File: src/sv/crb_pkg.sv
// shared types, command codes and helpers for the chunked ring buffer manager
// no dependencies
package crb_pkg;

  localparam int BW = 13;
  localparam int MAX_CHUNK_BYTES = 4096;

  typedef logic [BW-1:0] bytes_t;

  localparam logic [1:0] CMD_WRITE = 2'd0;
  localparam logic [1:0] CMD_READ  = 2'd1;
  localparam logic [1:0] CMD_CLEAR = 2'd2;

  localparam logic [1:0] REG_CHUNK_SIZE = 2'd0;
  localparam logic [1:0] REG_MIN_WRITE  = 2'd1;

  typedef struct packed {
    logic   full;
    bytes_t drained;
    bytes_t fill;
  } entry_t;

  typedef struct packed {
    logic   we;
    logic   inval;
    logic   inval_all;
    entry_t wdata;
  } mem_ctl_t;

  function automatic bytes_t room_f(logic ring_full, bytes_t fill, bytes_t sz);
    bytes_t r;
    if (ring_full) r = '0;
    else if (fill < sz) r = sz - fill;
    else r = '0;
    return r;
  endfunction

  function automatic bytes_t avail_f(entry_t e);
    bytes_t r;
    if (e.fill > e.drained) r = e.fill - e.drained;
    else r = '0;
    return r;
  endfunction

endpackage

File: src/sv/crb_chunk_mem.sv
// per-chunk state memory: fill, drained count and full flag, two registered read ports
// entries carry valid bits so reset and clear take effect at once; uses crb_pkg
module crb_chunk_mem #(
  parameter int DEPTH = 9,
  parameter int AW    = 4
) (
  input  logic              clk,
  input  logic              rst,
  input  crb_pkg::mem_ctl_t ctl,
  input  logic [AW-1:0]     waddr,
  input  logic [AW-1:0]     raddr_a,
  input  logic [AW-1:0]     raddr_b,
  output crb_pkg::entry_t   rdata_a,
  output crb_pkg::entry_t   rdata_b
);
  import crb_pkg::*;

  entry_t           mem [DEPTH];
  logic [DEPTH-1:0] valid;

  always_ff @(posedge clk) begin
    if (ctl.we) begin
      mem[waddr] <= ctl.wdata;
    end
  end

  always_ff @(posedge clk) begin
    if (rst || ctl.inval_all) begin
      valid <= '0;
    end else if (ctl.inval) begin
      valid[waddr] <= 1'b0;
    end else if (ctl.we) begin
      valid[waddr] <= 1'b1;
    end
  end

  // an entry never written since clear reads as an empty chunk
  always_ff @(posedge clk) begin
    rdata_a <= valid[raddr_a] ? mem[raddr_a] : '0;
    rdata_b <= valid[raddr_b] ? mem[raddr_b] : '0;
  end

endmodule

File: src/sv/crb_update.sv
// read-modify-write step for one command: clamps the amount, updates the chunk entry,
// the ring indices and the full count; uses crb_pkg
module crb_update #(
  parameter int NUM_CHUNKS = 8,
  parameter int IW         = 4
) (
  input  logic [1:0]         cmd,
  input  crb_pkg::bytes_t    amount,
  input  crb_pkg::bytes_t    sz,
  input  crb_pkg::bytes_t    min_write,
  input  logic [IW-1:0]      wi,
  input  logic [IW-1:0]      ri,
  input  logic [IW-1:0]      cnt,
  input  crb_pkg::entry_t    ent_a,
  input  crb_pkg::entry_t    ent_b,
  output crb_pkg::mem_ctl_t  ctl,
  output logic [IW-1:0]      waddr,
  output logic [IW-1:0]      wi_next,
  output logic [IW-1:0]      ri_next,
  output logic [IW-1:0]      cnt_next
);
  import crb_pkg::*;

  localparam logic [IW-1:0] LAST = IW'(NUM_CHUNKS);
  localparam logic [IW-1:0] ONE  = IW'(1);

  logic [IW-1:0] nxt_w;
  logic [IW-1:0] nxt_r;
  logic          ring_full;
  bytes_t        room;
  bytes_t        amt_w;
  bytes_t        fill_w;
  bytes_t        thr;
  logic          wr_full;
  bytes_t        avail;
  bytes_t        amt_r;
  bytes_t        drn;
  logic          rd_done;

  assign nxt_w     = (wi == LAST) ? '0 : wi + ONE;
  assign nxt_r     = (ri == LAST) ? '0 : ri + ONE;
  assign ring_full = (nxt_w == ri);

  assign room    = room_f(ring_full, ent_a.fill, sz);
  assign amt_w   = (amount > room) ? room : amount;
  assign fill_w  = ent_a.fill + amt_w;
  assign thr     = (min_write >= sz) ? '0 : sz - min_write;
  // no room left also closes the chunk, so a zero minimum cannot stall the ring
  assign wr_full = (fill_w > thr) || (fill_w >= sz);

  assign avail   = avail_f(ent_b);
  assign amt_r   = (amount > avail) ? avail : amount;
  assign drn     = ent_b.drained + amt_r;
  assign rd_done = ent_b.full && (drn == ent_b.fill);

  always_comb begin
    ctl       = '0;
    ctl.wdata = ent_a;
    waddr     = wi;
    wi_next   = wi;
    ri_next   = ri;
    cnt_next  = cnt;
    unique case (cmd)
      CMD_WRITE: begin
        if (!ring_full) begin
          ctl.we         = 1'b1;
          ctl.wdata.fill = fill_w;
          if (wr_full) begin
            ctl.wdata.full = 1'b1;
            cnt_next       = cnt + ONE;
            wi_next        = nxt_w;
          end
        end
      end
      CMD_READ: begin
        waddr = ri;
        if (rd_done) begin
          // invalidating the entry empties the chunk
          ctl.inval = 1'b1;
          if (cnt != '0) cnt_next = cnt - ONE;
          ri_next = nxt_r;
        end else begin
          ctl.we            = 1'b1;
          ctl.wdata         = ent_b;
          ctl.wdata.drained = drn;
        end
      end
      CMD_CLEAR: begin
        ctl.inval_all = 1'b1;
        wi_next       = '0;
        ri_next       = '0;
        cnt_next      = '0;
      end
      default: begin
      end
    endcase
  end

endmodule

File: src/sv/chunked_ring_buffer_manager.sv
// chunked ring buffer manager: one command at a time; after the input transfer the block
// updates and writes back, re-reads the chunk entries, then loads the result register
// in_ready returns as the result register is loaded, so no new command is taken before
// the last is through; a stalled result holds the block in its last step. the chunk memory
// read is registered and must be done again after the write back
// reset (synchronous): indices and full count to 0, all chunk entries empty at once,
// chunk_size 4096, min_write_size 0
module chunked_ring_buffer_manager #(
  parameter int  NUM_CHUNKS = 8,
  localparam int IW         = $clog2(NUM_CHUNKS + 1)
) (
  input  logic            clk,
  input  logic            rst,
  input  logic            cfg_write,
  input  logic [1:0]      cfg_index,
  input  crb_pkg::bytes_t cfg_data,
  input  logic            in_valid,
  output logic            in_ready,
  input  logic [1:0]      command,
  input  crb_pkg::bytes_t amount,
  output logic            out_valid,
  input  logic            out_ready,
  output logic [IW-1:0]   write_chunk,
  output crb_pkg::bytes_t write_offset,
  output crb_pkg::bytes_t write_space,
  output logic [IW-1:0]   read_chunk,
  output crb_pkg::bytes_t read_offset,
  output crb_pkg::bytes_t read_available,
  output logic [IW-1:0]   full_chunks
);
  import crb_pkg::*;

  localparam int            DEPTH = NUM_CHUNKS + 1;
  localparam logic [IW-1:0] LAST  = IW'(NUM_CHUNKS);
  localparam logic [IW-1:0] ONE   = IW'(1);

  typedef enum logic [1:0] {S_IDLE, S_EXEC, S_SETTLE, S_DONE} state_t;

  state_t        state;
  logic [1:0]    cmd_q;
  bytes_t        amt_q;
  bytes_t        chunk_size;
  bytes_t        min_write_size;
  logic [IW-1:0] wi;
  logic [IW-1:0] ri;
  logic [IW-1:0] cnt;

  bytes_t        sz;
  mem_ctl_t      upd_ctl;
  mem_ctl_t      mem_ctl;
  logic [IW-1:0] waddr;
  logic [IW-1:0] wi_next;
  logic [IW-1:0] ri_next;
  logic [IW-1:0] cnt_next;
  entry_t        ent_a;
  entry_t        ent_b;
  logic          ring_full_now;
  logic [IW-1:0] nxt_w;

  assign sz = (32'(chunk_size) < MAX_CHUNK_BYTES) ? chunk_size : BW'(MAX_CHUNK_BYTES);

  crb_update #(
    .NUM_CHUNKS(NUM_CHUNKS),
    .IW        (IW)
  ) u_update (
    .cmd      (cmd_q),
    .amount   (amt_q),
    .sz       (sz),
    .min_write(min_write_size),
    .wi       (wi),
    .ri       (ri),
    .cnt      (cnt),
    .ent_a    (ent_a),
    .ent_b    (ent_b),
    .ctl      (upd_ctl),
    .waddr    (waddr),
    .wi_next  (wi_next),
    .ri_next  (ri_next),
    .cnt_next (cnt_next)
  );

  // memory writes only in the update step
  always_comb begin
    mem_ctl = upd_ctl;
    if (state != S_EXEC) mem_ctl = '0;
  end

  crb_chunk_mem #(
    .DEPTH(DEPTH),
    .AW   (IW)
  ) u_mem (
    .clk    (clk),
    .rst    (rst),
    .ctl    (mem_ctl),
    .waddr  (waddr),
    .raddr_a(wi),
    .raddr_b(ri),
    .rdata_a(ent_a),
    .rdata_b(ent_b)
  );

  assign nxt_w         = (wi == LAST) ? '0 : wi + ONE;
  assign ring_full_now = (nxt_w == ri);
  assign in_ready      = (state == S_IDLE);

  always_ff @(posedge clk) begin
    if (rst) begin
      chunk_size     <= BW'(4096);
      min_write_size <= '0;
    end else if (cfg_write) begin
      if (cfg_index == REG_CHUNK_SIZE) chunk_size <= cfg_data;
      else if (cfg_index == REG_MIN_WRITE) min_write_size <= cfg_data;
    end
  end

  always_ff @(posedge clk) begin
    if (rst) begin
      state     <= S_IDLE;
      wi        <= '0;
      ri        <= '0;
      cnt       <= '0;
      out_valid <= 1'b0;
    end else begin
      // the result load in S_DONE takes over the valid flag
      if (out_valid && out_ready && state != S_DONE) out_valid <= 1'b0;
      unique case (state)
        S_IDLE: begin
          if (in_valid) begin
            cmd_q <= command;
            amt_q <= amount;
            state <= S_EXEC;
          end
        end
        S_EXEC: begin
          wi    <= wi_next;
          ri    <= ri_next;
          cnt   <= cnt_next;
          state <= S_SETTLE;
        end
        S_SETTLE: begin
          // read data for the new indices lands at this edge
          state <= S_DONE;
        end
        S_DONE: begin
          if (!out_valid || out_ready) begin
            out_valid      <= 1'b1;
            write_chunk    <= wi;
            write_offset   <= ent_a.fill;
            write_space    <= room_f(ring_full_now, ent_a.fill, sz);
            read_chunk     <= ri;
            read_offset    <= ent_b.drained;
            read_available <= avail_f(ent_b);
            full_chunks    <= cnt;
            state          <= S_IDLE;
          end
        end
        default: state <= S_IDLE;
      endcase
    end
  end

  a_busy_after_accept: assert property (@(posedge clk) disable iff (rst)
    (in_valid && in_ready) |=> !in_ready)
    else $error("input taken while a command is in progress");

  a_count_bound: assert property (@(posedge clk) disable iff (rst)
    cnt <= LAST)
    else $error("full chunk count exceeds ring capacity");

  a_index_bound: assert property (@(posedge clk) disable iff (rst)
    (wi <= LAST) && (ri <= LAST))
    else $error("ring index out of range");

  a_done_holds: assert property (@(posedge clk) disable iff (rst)
    (state == S_DONE && out_valid && !out_ready) |=> (state == S_DONE))
    else $error("result overwritten before transfer");

endmodule
File: config.mk
export PLATFORM = sky130hd
export DESIGN_NAME = chunked_ring_buffer_manager
export DESIGN_NICKNAME = d
export VERILOG_FILES = /design/src/sv/crb_pkg.sv /design/src/sv/crb_chunk_mem.sv /design/src/sv/crb_update.sv /design/src/sv/chunked_ring_buffer_manager.sv
export SDC_FILE = /design/constraint.sdc
export NUM_CORES = 1
export LEC_CHECK = 0
export BUFFER_PORTS_ARGS = -buffer_cell sky130_fd_sc_hd__clkbuf_2
export CAP_MARGIN = 10
export CORE_MARGIN = 2
export CORE_UTILIZATION = 60
export CTS_BUF_LIST = sky130_fd_sc_hd__clkbuf_4 sky130_fd_sc_hd__clkbuf_8
export DETAILED_ROUTE_END_ITERATION = 8
export PLACE_DENSITY = 0.78
export SLEW_MARGIN = 20
export SYNTH_ARGS = -nofsm -noshare
export SYNTH_HDL_FRONTEND = slang
export SYNTH_SLANG_ARGS = --single-unit
File: constraint.sdc
create_clock -name clk -period 10.36 [get_ports clk]
set_clock_uncertainty 0.1 [all_clocks]
set_input_delay 0.518 -clock clk [delete_from_list [all_inputs] [get_ports clk]]
set_output_delay 0.518 -clock clk [all_outputs]
set_load 0.1 [all_outputs]
==> flow_summary.json <==
{
  "run_status": "finished clean",
  "vias_per_cell": 6.31,
  "cpMaxStageDelayCell": "or4_1",
  "std_cell_rows": 72,
  "cts_tree": "yes",
  "rsz0062_at_grt": "no",
  "cp_max_fo": 12,
  "fp.dieW_um": 201,
  "arrival_ps": 10040,
  "gp_congestion": 0.950,
  "grt_pass1_vias": 16500,
  "firstDrtPassIters": 5,
  "place_area_sq_mm": 0.0244,
  "critPathMaxStageDelay_ps": 510,
  "synth_edf_count": 322,
  "cts-root-buf": "clkbuf_8",
  "clkTransAtPathRegs_ps": 60,
  "synth_area_sq_mm": 0.0233,
  "drc_errors": 0,
  "areaGrowthSynthToFinish_pct": 11.8,
  "htreeDepth": 3,
  "holdCritPathClass": "input pin to flop",
  "seq_area_frac_synth_pct": 50.4,
  "antenna_left": 0,
  "final_layout_size_suffix_gt1_share_pct": 20.5,
  "fin_nets": 2247,
  "hold_viol": 0,
  "cts_made_buffers": 71,
  "critPathTopFamily": "compound AO/OA/AOI/OAI gates",
  "syn-num-nets": 2118,
  "die_h_um": 201,
  "num-fill-cells": 2778,
  "synth_cells": 1964,
  "max_cap_violations": 0,
  "synth_cell_types": 104,
  "cp_num_buf_inv": 5,
  "gr-total-overflow": 0,
  "peakVddDrop_mv": 0.121,
  "power_leakage_nw": 9.61,
  "synth_area_per_cell_sq_um": 11.9,
  "start_util_pct": 60.6,
  "synthFlopType": "edfxtp_1",
  "post-route-period-util_pct": 92.6,
  "period_needed_ps": 9590,
  "core_sq_mm": 0.0385,
  "wl_per_cell_um": 22.6,
  "io_pins": 101,
  "port-buffer-count": 100,
  "worstMarginPinSlew_ps": 1040,
  "start_kind": "flop",
  "ys_async_sr_fraction_pct": 0,
  "insertion_delay_ps": 650,
  "die_area_sq_mm": 0.0404,
  "clock_path_buffers": 3,
  "power_w": 0.00693,
  "finalSetupViolations": 0,
  "grt_usage_pct": 29.9,
  "clock-sinks": 426,
  "max_freq_ghz": 0.104,
  "p_per_area_mw_per_mm2": 266,
  "totalWireLength_mm": 60.3,
  "relSlewSlack_pct": 29.7,
  "grt_pass1_wl_mm": 93.0,
  "fin_area_sq_mm": 0.0261,
  "synth_seq_cells": 426,
  "critical_path.most_common_cell": "ha_1",
  "reg2reg_slack_ps": 770,
  "cp-end-kind": "flop",
  "hold_ws_ps": 36.0,
  "crit_required_ps": 10810,
  "slew_violations": 0,
  "yosys_warnings": 0,
  "antenna_found_initial": 2,
  "setup_tns_ps": 0,
  "grt_start_max_net_pins": 65,
  "path_class": "flop to flop",
  "first_iter_violations": 1494,
  "dpl.hpwl_mm": 40.8,
  "vias": 16900
}
cell type report:
| class | instances | area (sq um) | area share (%) |
|---|---|---|---|
| flip-flops and latches | 426 | 11800 | 45.1 |
| inverters | 114 | 428 | 1.64 |
| clock inverters | 23 | 123 | 0.471 |
| repair buffers | 153 | 941 | 3.61 |
| multi-input cells | 1327 | 10900 | 41.7 |
| clock buffers | 107 | 1300 | 4.98 |
| well taps | 518 | 648 | 2.49 |
| diodes | 1 | 2.50 | 0.00960 |
repair_timing:
action / CTS / global route
gates resized for setup: 0 / 10
hold buffers: 17 / 0
hold endpoints to repair: 17 / 0
setup buffers: 0 / 2
setup endpoints to repair: 0 / 17
per-layer routing:
| layer | vias to the layer above | global-route usage, % | share of wire (%) |
|---|---|---|---|
| met5 | - | 0 | 0.013 |
| met4 | 2 | 12.1 | 3.2 |
| met3 | 143 | 5.54 | 8.7 |
| met2 | 834 | 48.3 | 47 |
| met1 | 8233 | 40.3 | 41 |
| li1 | 7640 | - | - |
cell usage in the layout (no fill, tap or decap), types with 50 or more instances in the layout:
| cell type | count |
|---|---|
| mux4_2 | 112 |
| nand2_1 | 169 |
| ha_1 | 115 |
| clkbuf_8 | 79 |
| dfxtp_1 | 97 |
| clkbuf_2 | 100 |
| a21oi_1 | 153 |
| mux2i_1 | 56 |
| nor2_1 | 192 |
| xnor2_1 | 50 |
| inv_1 | 111 |
| edfxtp_1 | 322 |
| o21ai_0 | 55 |
stage by stage:
step	instances	util, %	worst slack (ps)
2_1_floorplan	1964	-	855
3_3_place_gp	2518	63.4	517
3_5_place_dp	2518	63.4	207
4_1_cts	2665	67.6	157
5_1_grt	2669	67.7	63.9
6_report	2669	67.7	770
synthesized netlist by cell type (15+ instances only):
cell / number / share of area (%)
and3_1: 15 / 0.40
nand2_1: 169 / 2.7
clkbuf_1: 64 / 1.0
mux2i_1: 56 / 2.4
o21ai_0: 55 / 1.2
nor3_1: 25 / 0.54
nand4_1: 16 / 0.43
a21oi_1: 156 / 3.4
inv_1: 111 / 1.8
a21o_1: 22 / 0.71
nand3_1: 18 / 0.39
dfxtp_1: 104 / 8.9
and2_1: 17 / 0.46
nor2b_1: 22 / 0.59
nor2_1: 197 / 3.2
edfxtp_1: 322 / 42
nand2b_1: 16 / 0.43
mux4_2: 112 / 11
buf_1: 21 / 0.34
xor2_1: 18 / 0.68
ha_1: 115 / 6.2
xnor2_1: 51 / 1.9
tightest hold or removal path, stage by stage:
cell	delay (ps)
clkbuf_2	90
nand2_1	50
a21oi_1	50
logic make-up after synthesis:
logic type	share of synthesized area, %
AO/OA/AOI/OAI	10.9
XOR/XNOR	3.21
adder cells (fa/ha/maj)	6.95
buffers and inverters	3.51
flip-flops	50.4
multiplexers	13.9
AND/OR/NAND/NOR	11.1
final timing paths:
kind / startpoint / end / cells after the start
hold / removal: cfg_data[4] / min_write_size[4] / 3
hold reg to reg: u_mem.rdata_b[25] / read_offset[12] / 0
setup reg to reg: chunk_size[12] / cnt[2] / 42
setup / recovery: chunk_size[12] / cnt[2] / 42
report_power, final:
group          switching [W]  internal, W
Clock               0.000693     0.000806
Sequential         0.0000792      0.00199
Combinational        0.00202      0.00133
flip-flops by register name, indices dropped and copies added (netlist names), 13 cells and up, named ones only:
signal          count
amt_q              13
chunk_size         13
u_mem.mem         243
write_offset       13
u_mem.rdata_a      27
read_offset        13
write_space        13
u_mem.rdata_b      27
min_write_size     13
read_available     13
(Power assumes the default switching activity.)
